==> src/rtl/kllh_pkg.sv <==
// Package for the keyed latency log2 histogram unit.
// Holds the shared widths, constants, event codes and beat structs; no dependencies.
package kllh_pkg;

    localparam int TableEntriesDef = 64;
    localparam int HistBucketsDef  = 64;

    localparam int DataW   = 64;
    localparam int BucketW = 6;
    // Width that holds the nanoseconds in one microsecond.
    localparam int RemW    = 10;
    localparam logic [RemW:0] NsPerUs = (RemW + 1)'(1000);

    localparam logic KindStart = 1'b0;
    localparam logic KindStop  = 1'b1;

    typedef struct packed {
        logic             kind;
        logic [DataW-1:0] requester;
        logic [DataW-1:0] time_ns;
    } t_in;

    typedef struct packed {
        logic               stored;
        logic               table_full;
        logic               matched;
        logic [BucketW-1:0] bucket;
        logic [DataW-1:0]   bucket_count;
    } t_res;

    typedef struct packed {
        logic             valid;
        logic [DataW-1:0] key;
        logic [DataW-1:0] start_ns;
    } t_entry;

    typedef struct packed {
        logic               done;
        logic [BucketW-1:0] bucket;
    } t_div_stat;

endpackage

==> src/rtl/kllh_div.sv <==
// Shift-and-compare search that yields the capped floor log2 of a 64-bit latency
// taken in microseconds. Depends on kllh_pkg.
module kllh_div import kllh_pkg::*; #(
    parameter int HistBuckets = HistBucketsDef
) (
    input  logic             i_clk,
    input  logic             i_rst_n,
    input  logic             i_start,
    input  logic [DataW-1:0] i_dividend,
    output t_div_stat        o_stat
);

    localparam logic [BucketW-1:0] LastBucket = BucketW'(HistBuckets - 1);
    localparam logic [DataW-1:0]   TwoUs      = DataW'(NsPerUs) << 1;

    logic               r_busy, n_busy;
    logic               r_done, n_done;
    logic [DataW-1:0]   r_val, n_val;
    logic [BucketW-1:0] r_pos, n_pos;
    logic               found;

    // After j halvings the value is floor(d / 2^j). It is at least 2000 exactly when
    // the quotient d / 1000 is at least 2^(j+1), so the first j that fails the test
    // is floor(log2) of the quotient, and a quotient of zero or one stops at j = 0.
    assign found = (r_val < TwoUs) || (r_pos == LastBucket);

    always_comb begin
        n_busy = r_busy;
        n_done = 1'b0;
        n_val  = r_val;
        n_pos  = r_pos;
        if (i_start) begin
            n_busy = 1'b1;
            n_val  = i_dividend;
            n_pos  = '0;
        end else if (r_busy) begin
            if (found) begin
                n_busy = 1'b0;
                n_done = 1'b1;
            end else begin
                n_val = {1'b0, r_val[DataW-1:1]};
                n_pos = r_pos + 1'b1;
            end
        end
    end

    always_ff @(posedge i_clk) begin
        if (!i_rst_n) begin
            r_busy <= 1'b0;
            r_done <= 1'b0;
        end else begin
            r_busy <= n_busy;
            r_done <= n_done;
        end
    end

    always_ff @(posedge i_clk) begin
        r_val <= n_val;
        r_pos <= n_pos;
    end

    always_comb begin
        o_stat.done   = r_done;
        o_stat.bucket = r_pos;
    end

endmodule

==> config.mk <==
export PLATFORM = sky130hd
export DESIGN_NAME = kllh_div
export DESIGN_NICKNAME = d
export VERILOG_FILES = /design/src/rtl/kllh_pkg.sv /design/src/rtl/kllh_div.sv
export SDC_FILE = /design/constraint.sdc
export NUM_CORES = 1
export LEC_CHECK = 0
export BUFFER_PORTS_ARGS = -buffer_cell sky130_fd_sc_hd__buf_2
export CORE_MARGIN = 2
export CORE_UTILIZATION = 40
export CTS_CLUSTER_SIZE = 30
export DETAILED_ROUTE_END_ITERATION = 16
export SLEW_MARGIN = 25
export SYNTH_ARGS = -nofsm -noshare
export SYNTH_HDL_FRONTEND = slang
export SYNTH_SLANG_ARGS = --single-unit
==> constraint.sdc <==
create_clock -name i_clk -period 8.4 [get_ports i_clk]
set_clock_uncertainty 0.1 [all_clocks]
set_input_delay 1.68 -clock i_clk [delete_from_list [all_inputs] [get_ports i_clk]]
set_output_delay 1.68 -clock i_clk [all_outputs]
set_load 0.05 [all_outputs]
==> run summary <==
The half-perimeter wire length of the detailed placement result is 3.83 mm. The clock transition time at the flip-flop clock pins of the worst setup and hold paths came out at roughly 80 ps. After layout, the minimum clock period comes to 3450 ps. The fmax came out at between 200 and 300 MHz.

The classification of the worst-slack hold path is reg -> reg. The die covers 8350 sq um. The maximum count of clock buffers along a single path is 2. After detailed routing, the number of vias per cell comes to 5.01. The netlist area before placement is 3050 sq um. The clock latency on the worst-skew pair came out at roughly 330 ps. The H-tree level count is 3. Along the worst path, the maximum fanout reaches 73. The total clock sinks came out at between 60 and 70. The delay of the slowest cell on the worst path came out at 650 ps.

Relative to the synthesized area, the layout overhead comes to 20.6%. The critical path required time is a little over 8000 ps. The number of maximum-capacitance constraint violations is 0. At the end of the flow, the number of nets in the layout was 333. The global route total overflow is 0.

The critical path's slowest cell is sky130_fd_sc_hd__buf_4. The max-slew headroom at the worst pin is 43.8%. The worst setup path is captured at a flop.

The power per standard cell area came out at 205 nW/um^2. The power consumption is approximately 750 uW. The effective utilization at floorplan is 41.6%. Setup violations remaining at the end of the flow were counted as 0. The die height came out at 91.4 um. The routed layout has between 1500 and 2000 vias. Adding up every negative setup slack in the final design gives 0 ps. The floorplan die width came out at about 90 um. Among the stages of the critical path, the cell type that occurs most often is sky130_fd_sc_hd__buf_4. At the end of the flow the core is filled with cells to 50.2%. The total setup buffers inserted after CTS came out at 0. The remaining antenna violation count came out at 0.

The net count after synthesis is 260. The count of endpoints failing hold in the final timing report is 0. The total inserted antenna cells came out at 0. Setup repair after global routing left no endpoint under its margin. STA classifies the critical path startpoint as an input port. The global-route total usage across every layer came out at 14.1%. For this design the static power due to leakage is 1.40 nW. Traced cell by cell, the critical path runs through buf_2, buf_4, or2_2, buf_4.

The number of pins exceeding their max-slew limit in the final report came out at 0. After synthesis, flip-flops and latches occupy around 64% of the total area. The congestion estimate from routability-driven global placement came to 0.687. The count of buffers inserted at the top-level ports is 69. The number of rows created at floorplan is 31. The number of warnings reported in the yosys synthesis log is 0. The flow ran to the end, and the final reports show no timing, DRC or antenna violations. The wire length per cell came out at 15.5 um. The first-pass iteration count of the detailed router came out at 4. The area of the placeable core is around 7300 sq um. The peak supply drop is 91.2 uV. In the routed design, unresolved DRC markers number 0. The register bit total from synthesis is 68.

The layout has 671 filler cells. Synthesis handed over a netlist of 192 instances. The worst setup path category is in -> reg. For the worst setup path, the data arrival time is between 3000 and 4000 ps. The largest net degree at the start of global routing came out at 74.

In this run, post-CTS hold repair placed 0 buffers. Synthesis instantiated 31 different standard cells from the library. The fraction of the cycle the final worst path needs is 41.1%.

The global-route wire length before repair came out at 8.98 mm. The first-iteration detailed-routing DRC count came out at 90. The post-CTS resize count is 0. The via count of the first global-routing pass was 1771. In this run, CTS created clock tree buffers numbering 9. The tree is rooted in a sky130_fd_sc_hd__clkbuf_8. The initial antenna violation count came out at 0. The routed design has around 5.7 mm of wire. In the final layout, the share of cells above drive strength 1 is 56.3%. After synthesis, the mean cell area works out to 15.9 sq um. TritonCTS built the clock tree. At the pin with the least slew margin, the transition time is 843 ps.

The worst hold-check slack is 337 ps. The I/O pin count is 74.
[routing by layer]
layer	vias up	routed length, um	GRT usage (%)
met4	0	100	6.44
li1	901	-	-
met5	-	0	0
met3	8	273	3.57
met2	55	2610	19.9
met1	883	2730	20.2
[synth_stat cells (all sizes together)]
library cell / number / area (sq um)
nor3: 4 / 20.0
nand2b: 2 / 12.5
a21oi: 2 / 10.0
o211ai: 1 / 7.51
ha: 1 / 12.5
inv: 1 / 3.75
o21ai: 1 / 5.00
and3: 1 / 6.26
nor2: 5 / 21.3
nand3: 4 / 20.0
dfxtp: 8 / 160
o21a: 1 / 7.51
mux2: 62 / 702
or4: 2 / 15.0
buf: 2 / 11.3
nand2: 2 / 7.51
nor4: 13 / 115
and2: 1 / 6.26
o31ai: 2 / 15.0
clkbuf: 7 / 26.3
nor2b: 4 / 25.0
nand4: 4 / 25.0
mux2i: 1 / 10.0
or2: 1 / 6.26
edfxtp: 60 / 1800
[power breakdown]
group          leakage [nW]  internal (mW)  switching (mW)  total [mW]
Clock                0.0996          0.135           0.118       0.253
Combinational         0.635         0.0409          0.0318      0.0728
Sequential            0.669          0.409          0.0187       0.428
[cells in the final DEF, fill, tap and decap left out, types with 2 or more instances in the layout]
master,count
sky130_fd_sc_hd__a21oi_1,2
sky130_fd_sc_hd__buf_2,69
sky130_fd_sc_hd__buf_4,2
sky130_fd_sc_hd__clkbuf_8,9
sky130_fd_sc_hd__clkinv_2,5
sky130_fd_sc_hd__dfxtp_1,8
sky130_fd_sc_hd__edfxtp_1,60
sky130_fd_sc_hd__mux2_1,2
sky130_fd_sc_hd__mux2_2,59
sky130_fd_sc_hd__nand2_1,2
sky130_fd_sc_hd__nand2b_1,2
sky130_fd_sc_hd__nand3_1,4
sky130_fd_sc_hd__nand4_1,4
sky130_fd_sc_hd__nor2_1,4
sky130_fd_sc_hd__nor2b_1,4
sky130_fd_sc_hd__nor3_1,4
sky130_fd_sc_hd__nor4_1,9
sky130_fd_sc_hd__nor4_2,3
sky130_fd_sc_hd__o31ai_1,2
sky130_fd_sc_hd__or4_1,2
[cells by family after synthesis]
logic type / share of synthesized area [%]
AOI/OAI and AO/OA: 1.48
adders and majority gates: 0.410
buffers and inverters: 1.35
DFF: 64.3
muxes: 23.3
and+or+nand+nor: 9.18
[critical path, delay by kind of cell]
kind,cells,cell delay [ps]
and+or+nand+nor,1,230
buffers and inverters,3,1320
[final timing paths]
| path | slack [ps] | from | cells past startpoint | end |
|---|---|---|---|---|
| setup / recovery | 4950 | i_start | 4 | r_val[62]$_DFFE_PP_ |
| hold / removal | 340 | r_busy$_SDFF_PN0_ | 2 | r_done$_SDFF_PP0_ |
| setup reg to reg | 5590 | r_val[17]$_DFFE_PP_ | 6 | r_val[62]$_DFFE_PP_ |
| hold reg to reg | 340 | r_busy$_SDFF_PN0_ | 2 | r_done$_SDFF_PP0_ |
[per-stage QoR]
step | std cells | cell area (sq um) | setup WS (ps)
after floorplan | 192 | 3050 | 4260
after global placement | 353 | 3500 | 4580
after detailed placement | 353 | 3500 | 4590
after CTS | 369 | 3680 | 4950
after global routing | 369 | 3680 | 4810
final | 369 | 3680 | 4950
[final cells by class]
| cell class | count | area, sq um | share of cell area (%) |
|---|---|---|---|
| Tap cell | 99 | 124 | 3.36 |
| Inverter | 1 | 3.75 | 0.102 |
| Multi-Input combinational cell | 114 | 1050 | 28.5 |
| Clock buffer | 10 | 128 | 3.47 |
| Sequential cell | 68 | 1960 | 53.3 |
| Clock inverter | 6 | 55.1 | 1.50 |
| Timing Repair Buffer | 71 | 360 | 9.79 |
[registers in the layout (all words and copies together) (netlist names)]
name and cells:
r_val 60, r_pos 6, r_busy 1, r_done 1
Power figures use the tool's default switching activity.
