===== config.mk =====
export PLATFORM = sky130hd
export DESIGN_NAME = kllh_ram
export DESIGN_NICKNAME = d
export VERILOG_FILES = /design/src/rtl/kllh_ram.sv
export SDC_FILE = /design/constraint.sdc
export NUM_CORES = 1
export LEC_CHECK = 0
export BUFFER_PORTS_ARGS = -buffer_cell sky130_fd_sc_hd__buf_2
export CAP_MARGIN = 0
export CELL_PAD_IN_SITES_DETAIL_PLACEMENT = 0
export CELL_PAD_IN_SITES_GLOBAL_PLACEMENT = 2
export CORE_MARGIN = 4
export CORE_UTILIZATION = 50
export CTS_CLUSTER_DIAMETER = 150
export DETAILED_ROUTE_END_ITERATION = 12
export HOLD_SLACK_MARGIN = 0.1
export PLACE_DENSITY = 0.88
export SYNTH_ARGS = -nofsm -noshare
export SYNTH_HDL_FRONTEND = slang
export SYNTH_SLANG_ARGS = --single-unit

===== constraint.sdc =====
create_clock -name i_clk -period 3.1 [get_ports i_clk]
set_input_delay 0.62 -clock i_clk [delete_from_list [all_inputs] [get_ports i_clk]]
set_output_delay 0.62 -clock i_clk [all_outputs]
set_load 0.01 [all_outputs]

===== src/rtl/kllh_ram.sv =====
// Generic single-port-write, single-port-read RAM with a registered read.
// No dependencies.
module kllh_ram #(
    parameter int Width = 8,
    parameter int Depth = 16,
    localparam int AddrW = (Depth > 1) ? $clog2(Depth) : 1
) (
    input  logic             i_clk,
    input  logic             i_we,
    input  logic [AddrW-1:0] i_waddr,
    input  logic [Width-1:0] i_wdata,
    input  logic [AddrW-1:0] i_raddr,
    output logic [Width-1:0] o_rdata
);

    logic [Width-1:0] r_mem [Depth];
    logic [Width-1:0] r_rdata;

    always_ff @(posedge i_clk) begin
        if (i_we) begin
            r_mem[i_waddr] <= i_wdata;
        end
        r_rdata <= r_mem[i_raddr];
    end

    assign o_rdata = r_rdata;

endmodule


==> out/metrics.json, run 1 <==
{
  "outcome": {"value": "completed"},
  "ys_top_cells_by_area": {"value": "sky130_fd_sc_hd__edfxtp_1 75%, sky130_fd_sc_hd__mux4_2 7.9%, sky130_fd_sc_hd__mux4_1 7.1%, sky130_fd_sc_hd__dfxtp_1 3.1%, sky130_fd_sc_hd__a22oi_1 2.3%"},
  "r2r_setup_slack": {"value": 1660, "unit": "ps"},
  "design.die.area": {"value": 12000, "unit": "sq um"},
  "final_max_slew_viols": {"value": 0},
  "synth_top_area_share": {"value": 74.7, "unit": "%"},
  "layout-drive-gt1-share": {"value": 28.9, "unit": "%"},
  "route.detailed.wl_per_inst": {"value": 23.6, "unit": "um"},
  "setup_tns": {"value": 0, "unit": "ps"},
  "rsz_0062_raised_after_global_routing": {"value": "false"},
  "number_of_antenna_violations_at_the_first_check_in_global_routing": {"value": 0},
  "p_per_area": {"value": 705, "unit": "nW/um^2"},
  "static_leakage": {"value": 0.00204, "unit": "uW"},
  "drt-pass1-iter-count": {"value": 4},
  "routed_wirelength": {"value": 9890, "unit": "um"},
  "ctsLongestPathBuffers": {"value": 2},
  "synthDominantAreaCellType": {"value": "sky130_fd_sc_hd__edfxtp_1"},
  "via_count": {"value": 2414},
  "antenna_violating_nets_post_route": {"value": 0},
  "clk_root_buffer_cell": {"value": "sky130_fd_sc_hd__clkbuf_8"},
  "tritoncts.num_buffers": {"value": 17},
  "placement_rows": {"value": 36},
  "synth_cell_types": {"value": 19},
  "criticalPathCategory": {"value": "primary input to flop"},
  "antennaDiodeCount": {"value": 0},
  "ys_ff_latch": {"value": 136},
  "max_clock_freq": {"value": 568, "unit": "MHz"},
  "hp-class": {"value": "primary input to flop"},
  "design.final.nets": {"value": 292},
  "synth-edff-count": {"value": 128},
  "slew_headroom": {"value": 38.9, "unit": "%"},
  "synth_sequential_area_ratio": {"value": 77.8, "unit": "%"},
  "first_global_vias": {"value": 2475},
  "tritoncts": {"value": "done"},
  "postSynth.asyncResetShare": {"value": 0, "unit": "%"},
  "routabilityCongestion": {"value": 0.726},
  "area.growth.synth_to_final": {"value": 17.5, "unit": "%"},
  "postSynthNetCount": {"value": 247},
  "critical_path_maximum_fanout": {"value": 13},
  "grt_overflow_total": {"value": 0},
  "fin_crit": {"value": 1760, "unit": "ps"},
  "reg2regPathDepth": {"value": 3},
  "holdPathEnd": {"value": "r_mem[2][4]$_DFFE_PP_"},
  "synthesis.instances": {"value": 229},
  "floorplan.io_pins": {"value": 26},
  "htree_levels": {"value": 4},
  "grt_start_max_net_pins": {"value": 33},
  "die_w": {"value": 109, "unit": "um"},
  "drv.max_cap_violation_count": {"value": 0},
  "synthesis.area": {"value": 5150, "unit": "sq um"},
  "placement.setup.worst_slack": {"value": 771, "unit": "ps"},
  "buffer_ports.inserted": {"value": 25},
  "final_min_period_over_clock_period": {"value": 56.8, "unit": "%"},
  "drt_iter0_drc": {"value": 205},
  "synth_area_per_cell": {"value": 22.5, "unit": "sq um"},
  "fp.coreArea": {"value": 9910, "unit": "sq um"},
  "regToRegStartpoint": {"value": "r_mem[2][1]$_DFFE_PP_"},
  "via_cell_ratio": {"value": 5.75},
  "finClkSkew": {"value": 6.40, "unit": "ps"},
  "hold_buffers": {"value": 0},
  "endpoint_kind": {"value": "flop"},
  "worstPathArrival": {"value": 2160, "unit": "ps"},
  "most_common_cell_in_the_netlist": {"value": "sky130_fd_sc_hd__edfxtp_1"},
  "post_cts_resized": {"value": 0},
  "setup.worst_path.start_class": {"value": "primary input"},
  "clock_latency": {"value": 520, "unit": "ps"},
  "hold_path_startpoint": {"value": "i_wdata[4]"},
  "worst-slew-pin-transition": {"value": 913, "unit": "ps"},
  "initial_utilization": {"value": 51.9, "unit": "%"},
  "whs_path_depth": {"value": 1},
  "post-cts-setup-buffer-count": {"value": 0},
  "critical_path_required": {"value": 3500, "unit": "ps"},
  "ir_drop": {"value": 0.000308, "unit": "V"},
  "path_clk_slew": {"value": 60, "unit": "ps"},
  "synth-main-ff-cell": {"value": "sky130_fd_sc_hd__edfxtp_1"},
  "clock_sinks": {"value": 136},
  "drt_drc_violations_left": {"value": 0},
  "setup_viol": {"value": 0},
  "hpwl": {"value": 5850, "unit": "um"},
  "report.final.hold_viol_count": {"value": 0},
  "crit-reg2reg-capture": {"value": "o_rdata[1]$_DFF_P_"},
  "yosysWarningCount": {"value": 0},
  "floorplan.die.height": {"value": 109, "unit": "um"},
  "wire_length_of_the_first_global_routing_pass": {"value": 15200, "unit": "um"},
  "gr-usage-all-layers": {"value": 18.7, "unit": "%"},
  "setup_ws": {"value": 1340, "unit": "ps"},
  "ys_top_cells_by_count": {"value": "128 x sky130_fd_sc_hd__edfxtp_1, 18 x sky130_fd_sc_hd__mux4_2, 16 x sky130_fd_sc_hd__a22oi_1"}
}
-- area by class of cell --
class                   instances  area, sq um
flip-flops and latches        136         4000
well taps                     133          166
fillers                       693         3860
clock inverters                15          184
multi-input cells              83         1060
clock buffers                  17          414
repair buffers                 36          220
-- critical path: stages --
cell	delay [ps]
sky130_fd_sc_hd__buf_2	360
sky130_fd_sc_hd__buf_4	270
sky130_fd_sc_hd__mux4_1	570
sky130_fd_sc_hd__a22oi_1	240
sky130_fd_sc_hd__nand2_1	90
-- cell families (layout without fill, tap and decap cells) --
group / Yosys count / after routing / share of synthesized area [%]
buf+inv: 10 / 68 / 1.68
simple gates: 35 / 35 / 3.18
mux: 32 / 32 / 15.0
flops: 136 / 136 / 77.8
compound gates: 16 / 16 / 2.33
-- registers in the layout, indices dropped and copies added (netlist names) --
signal,flops
r_mem,128
o_rdata,8
-- layout by cell type, fill, tap and decap left out --
cell type / count
sky130_fd_sc_hd__clkinv_4: 1
sky130_fd_sc_hd__nor2_1: 13
sky130_fd_sc_hd__nor3_1: 4
sky130_fd_sc_hd__dfxtp_1: 8
sky130_fd_sc_hd__nand3b_1: 2
sky130_fd_sc_hd__buf_4: 10
sky130_fd_sc_hd__mux4_2: 18
sky130_fd_sc_hd__nand2b_1: 2
sky130_fd_sc_hd__and2b_1: 1
sky130_fd_sc_hd__clkbuf_8: 1
sky130_fd_sc_hd__bufinv_16: 4
sky130_fd_sc_hd__a22oi_1: 16
sky130_fd_sc_hd__and2_1: 1
sky130_fd_sc_hd__buf_2: 25
sky130_fd_sc_hd__nand3_1: 1
sky130_fd_sc_hd__clkinv_2: 2
sky130_fd_sc_hd__nor2b_1: 1
sky130_fd_sc_hd__clkinvlp_4: 4
sky130_fd_sc_hd__clkbuf_16: 16
sky130_fd_sc_hd__or3b_2: 1
sky130_fd_sc_hd__mux4_1: 14
sky130_fd_sc_hd__nand2_1: 9
sky130_fd_sc_hd__clkinv_1: 4
sky130_fd_sc_hd__edfxtp_1: 128
sky130_fd_sc_hd__buf_12: 1
-- report_power, final --
part	internal [uW]	switching [uW]	leakage, uW	total (uW)
logic	78.9	110	0.000533	188
clock network	1290	712	0.000280	2000
registers	2060	13.0	0.00122	2070
total	3430	835	0.00204	4260
-- metal layers --
| metal | track usage, % | share of wire [%] | vias up |
|---|---|---|---|
| met4 | 6.41 | 0.92 | 0 |
| li1 | - | - | 1061 |
| met3 | 5.28 | 8.1 | 10 |
| met1 | 24.8 | 40 | 1233 |
| met2 | 30.0 | 51 | 110 |
| met5 | 0 | 0 | - |
-- how the worst max path moves through the flow --
stage / cells after the start / start / to / slack, ps
floorplan: 2 / i_waddr[2] / r_mem[0][0]$_DFFE_PP_ / 990
CTS: 5 / i_raddr[0] / o_rdata[5]$_DFF_P_ / 1320
global route: 5 / i_raddr[0] / o_rdata[5]$_DFF_P_ / 1260
global placement: 5 / i_raddr[0] / o_rdata[5]$_DFF_P_ / 790
detailed placement: 5 / i_raddr[0] / o_rdata[5]$_DFF_P_ / 770
finish: 5 / i_raddr[0] / o_rdata[5]$_DFF_P_ / 1340
-- per-stage QoR --
step	instance area [sq um]	cells	total power [uW]	util (%)	hold WS (ps)
final	6050	420	4260	61.0	485
after global routing	6050	420	4390	61.0	479
after CTS	6050	420	4290	61.0	467
after detailed placement	5450	388	2300	55.0	657
after global placement	5450	388	2290	55.0	652
after floorplan	5150	229	2210	-	629
Power figures use the tool's default switching activity.
==> run 2, diff against run 1 <==
--- a/config.mk
+++ b/config.mk
@@ -5,16 +5,17 @@
 export SDC_FILE = /design/constraint.sdc
 export NUM_CORES = 1
 export LEC_CHECK = 0
+export ABC_AREA = 1
 export BUFFER_PORTS_ARGS = -buffer_cell sky130_fd_sc_hd__buf_2
 export CAP_MARGIN = 0
 export CELL_PAD_IN_SITES_DETAIL_PLACEMENT = 0
 export CELL_PAD_IN_SITES_GLOBAL_PLACEMENT = 2
 export CORE_MARGIN = 4
-export CORE_UTILIZATION = 50
+export CORE_UTILIZATION = 36
 export CTS_CLUSTER_DIAMETER = 150
 export DETAILED_ROUTE_END_ITERATION = 12
 export HOLD_SLACK_MARGIN = 0.1
-export PLACE_DENSITY = 0.88
+export PLACE_DENSITY = 0.81
 export SYNTH_ARGS = -nofsm -noshare
 export SYNTH_HDL_FRONTEND = slang
 export SYNTH_SLANG_ARGS = --single-unit
==> constraint.sdc (replaced) <==
create_clock -name i_clk -period 1.6 [get_ports i_clk]
set_input_delay 0.32 -clock i_clk [delete_from_list [all_inputs] [get_ports i_clk]]
set_output_delay 0.32 -clock i_clk [all_outputs]
set_load 0.01 [all_outputs]
==> run 2 against run 1 <==
Global-route usage shrank 2.6 points; die area is 51% higher; synthesized area is 12% higher; clock power rose by 130%; routed wire length grew 37%; sequential share of layout area decreased by 8.5 points; via count up 54%; clock skew is 1.7 ps lower; core utilization shrank 17 points; sequential cell count did not move; critical path depth fell by 4; cell count rose by 96%; critical endpoint is now o_rdata[3]; largest power group is now the clock network.
==> out/metrics.json, run 2 <==
{
  "fp.coreArea": {"value": 15800, "unit": "sq um", "change": "+59%"},
  "max_clock_freq": {"value": 766, "unit": "MHz"},
  "tritoncts.num_buffers": {"value": 17, "change": "unchanged"},
  "yosysWarningCount": {"value": 0, "change": "unchanged"},
  "ys_top_cells_by_count": {"value": "173 x sky130_fd_sc_hd__nand2_1, 128 x sky130_fd_sc_hd__edfxtp_1, 100 x sky130_fd_sc_hd__inv_1"},
  "clockPowerShare": {"value": 50.8, "unit": "%", "change": "+3.8 points"},
  "hpwl": {"value": 8280, "unit": "um", "change": "+42%"},
  "route.detailed.wl_per_inst": {"value": 16.4, "unit": "um", "change": "-31%"},
  "postSynthNetCount": {"value": 569, "change": "+130%"},
  "grt_start_max_net_pins": {"value": 61, "change": "+85%"},
  "critical_path_required": {"value": 1280, "unit": "ps", "change": "-2220 ps"},
  "path_buf_inv": {"value": 1, "change": "-1"},
  "report.final.hold_viol_count": {"value": 0, "change": "unchanged"},
  "ctsLongestPathBuffers": {"value": 2, "change": "unchanged"},
  "drt_iter0_drc": {"value": 357, "change": "+74%"},
  "p_per_area": {"value": 1320, "unit": "nW/um^2", "change": "+88%"},
  "outcome": {"value": "completed"},
  "path_clk_slew": {"value": 60, "unit": "ps", "change": "about the same"},
  "switchingPower": {"value": 1810, "unit": "uW", "change": "+120%"},
  "clk_root_buffer_cell": {"value": "sky130_fd_sc_hd__clkbuf_16"},
  "synthesis.area": {"value": 5770, "unit": "sq um", "change": "+12%"},
  "drv.max_cap_violation_count": {"value": 0, "change": "unchanged"},
  "postSynth.asyncResetShare": {"value": 0, "unit": "%", "change": "unchanged"},
  "net_sw_share": {"value": 19.8, "unit": "%", "change": "+0.17 points"},
  "largest_delay_share_family_worst_path": {"value": "flip-flops"},
  "finClkSkew": {"value": 4.74, "unit": "ps", "change": "-1.66 ps"},
  "number_of_antenna_violations_at_the_first_check_in_global_routing": {"value": 0, "change": "unchanged"},
  "register_containing_the_most_flip_flops_in_the_final_layout": {"value": "r_mem"},
  "htree_levels": {"value": 4, "change": "unchanged"},
  "final_instance_count_without_filler_cells": {"value": 825, "change": "+96%"},
  "most_common_cell_in_the_netlist": {"value": "sky130_fd_sc_hd__nand2_1"},
  "routed_wirelength": {"value": 13500, "unit": "um", "change": "+37%"},
  "grt_overflow_total": {"value": 0, "change": "unchanged"},
  "setup_viol": {"value": 0, "change": "unchanged"},
  "tritoncts": {"value": "done"},
  "power.internal": {"value": 7360, "unit": "uW", "change": "+110%"},
  "hp-class": {"value": "primary input to flop"},
  "r2r_setup_slack": {"value": 590, "unit": "ps", "change": "-1070 ps"},
  "dpl.cell_count": {"value": 793, "change": "+100%"},
  "synth-main-ff-cell": {"value": "sky130_fd_sc_hd__edfxtp_1"},
  "slowest_delay": {"value": 400, "unit": "ps", "change": "-170 ps"},
  "first_global_vias": {"value": 3670, "change": "+48%"},
  "routabilityCongestion": {"value": 0.749, "change": "+3.3%"},
  "synthesis.instances": {"value": 551, "change": "+140%"},
  "synthDominantAreaCellType": {"value": "sky130_fd_sc_hd__edfxtp_1"},
  "placement_rows": {"value": 46, "change": "+28%"},
  "hold_buffers": {"value": 0, "change": "unchanged"},
  "layout-drive-gt1-share": {"value": 13.5, "unit": "%", "change": "-15 points"},
  "ys_ff_latch": {"value": 136, "change": "unchanged"},
  "drt-pass1-iter-count": {"value": 4, "change": "unchanged"},
  "share_comb_of_total_power": {"value": 5.5, "unit": "%", "change": "+1.1 points"},
  "antennaDiodeCount": {"value": 0, "change": "unchanged"},
  "ir_drop": {"value": 0.000720, "unit": "V", "change": "+130%"},
  "synth-edff-count": {"value": 128, "change": "unchanged"},
  "synth_sequential_area_ratio": {"value": 69.4, "unit": "%", "change": "-8.4 points"},
  "design.die.area": {"value": 18100, "unit": "sq um", "change": "+51%"},
  "worst-slew-pin-transition": {"value": 432, "unit": "ps", "change": "-482 ps"},
  "die_w": {"value": 135, "unit": "um", "change": "+23%"},
  "initial_utilization": {"value": 36.6, "unit": "%", "change": "-15 points"},
  "setup_tns": {"value": 0, "unit": "ps", "change": "unchanged"},
  "ys_top_cells_by_area": {"value": "sky130_fd_sc_hd__edfxtp_1 67%, sky130_fd_sc_hd__nand2_1 11%, sky130_fd_sc_hd__nand3_1 8.4%, sky130_fd_sc_hd__inv_1 6.5%, sky130_fd_sc_hd__dfxtp_1 2.8%"},
  "final_max_slew_viols": {"value": 0, "change": "unchanged"},
  "clock_latency": {"value": 430, "unit": "ps", "change": "-90 ps"},
  "final_common_cell": {"value": "sky130_fd_sc_hd__nand2_1"},
  "wire_length_of_the_first_global_routing_pass": {"value": 21400, "unit": "um", "change": "+41%"},
  "drt_drc_violations_left": {"value": 0, "change": "unchanged"},
  "setup.worst_path.start_class": {"value": "flop"},
  "post_cts_resized": {"value": 0, "change": "unchanged"},
  "rsz_0062_raised_after_global_routing": {"value": "false"},
  "antenna_violating_nets_post_route": {"value": 0, "change": "unchanged"},
  "fin_crit": {"value": 1310, "unit": "ps"},
  "static_leakage": {"value": 0.00300, "unit": "uW", "change": "+48%"},
  "criticalPathCategory": {"value": "flop to output pin"},
  "floorplan.die.height": {"value": 135, "unit": "um", "change": "+23%"},
  "slew_headroom": {"value": 71.2, "unit": "%", "change": "+32 points"},
  "seq_power_share": {"value": 43.7, "unit": "%", "change": "-4.9 points"},
  "most-common-layout-cells": {"value": "173 x sky130_fd_sc_hd__nand2_1, 128 x sky130_fd_sc_hd__edfxtp_1, 100 x sky130_fd_sc_hd__inv_1"},
  "critical_path_maximum_fanout": {"value": 1, "change": "-12"},
  "buffer_ports.inserted": {"value": 25, "change": "unchanged"},
  "synth_top_area_share": {"value": 66.7, "unit": "%", "change": "-8.0 points"},
  "via_count": {"value": 3726, "change": "+54%"},
  "path_cells": {"value": "buf_2"},
  "synth_cell_types": {"value": 12, "change": "-7"},
  "gr-usage-all-layers": {"value": 16.1, "unit": "%", "change": "-2.6 points"},
  "area.growth.synth_to_final": {"value": 20.3, "unit": "%"},
  "via_cell_ratio": {"value": 4.52, "change": "-21%"},
  "post-cts-setup-buffer-count": {"value": 0, "change": "unchanged"},
  "final_min_period_over_clock_period": {"value": 81.6, "unit": "%"},
  "largest_register_ff_count": {"value": 128, "change": "unchanged"},
  "design.final.nets": {"value": 614, "change": "+110%"},
  "clock_sinks": {"value": 136, "change": "unchanged"},
  "critPathSlowestCell": {"value": "sky130_fd_sc_hd__dfxtp_1"},
  "synth_area_per_cell": {"value": 10.5, "unit": "sq um", "change": "-53%"},
  "endpoint_kind": {"value": "output pin"},
  "floorplan.io_pins": {"value": 26, "change": "unchanged"},
  "worstPathArrival": {"value": 990, "unit": "ps", "change": "-1170 ps"}
}
run 2: per-layer routing:
metal / part of all wire, % / global-route usage, %
met2: 47 / 25.6
met5: 0 / 0
met3: 3.9 / 3.32
met4: 1.8 / 6.28
met1: 47 / 21.8
run 2: stage by stage:
stage / utilization [%] / worst slack, ps / hold WS, ps / total power (uW) / area, sq um
6_report: 44.0 / 294 / 282 / 9170 / 6940
5_1_grt: 44.0 / 272 / 299 / 9450 / 6940
4_1_cts: 44.0 / 266 / 270 / 9270 / 6940
3_5_place_dp: 39.5 / 147 / 658 / 4600 / 6230
3_3_place_gp: 39.5 / 175 / 643 / 4590 / 6230
2_1_floorplan: - / 329 / 419 / 4370 / 5770
run 2: worst paths after layout:
check,startpoint,cells after the start,to
max,o_rdata[3]$_DFF_P_,1,o_rdata[3]
max reg2reg,r_mem[7][5]$_DFFE_PP_,6,o_rdata[5]$_DFF_P_
min,i_wdata[6],1,r_mem[9][6]$_DFFE_PP_
min reg2reg,r_mem[12][2]$_DFFE_PP_,6,o_rdata[2]$_DFF_P_
run 2: power groups by stage:
stage | logic (uW) | registers (uW) | clock network (uW)
final | 504 | 4010 | 4650
after global routing | 569 | 4020 | 4870
after CTS | 515 | 4010 | 4740
after detailed placement | 512 | 4080 | 0
after global placement | 504 | 4080 | 0
after floorplan | 281 | 4090 | 0
run 2: cell families after synthesis:
| kind of cell | count (synthesis) | synth area share, % |
|---|---|---|
| DFF | 136 | 69.4 |
| and+or+nand+nor | 289 | 21.0 |
| buffers and inverters | 126 | 9.52 |
run 2: final cells by class:
cell class / instances / area (sq um)
fillers: 1544 / 8830
flip-flops and latches: 136 / 4000
multi-input cells: 289 / 1210
clock buffers: 17 / 425
inverters: 102 / 383
repair buffers: 50 / 363
clock inverters: 15 / 279
well taps: 216 / 270
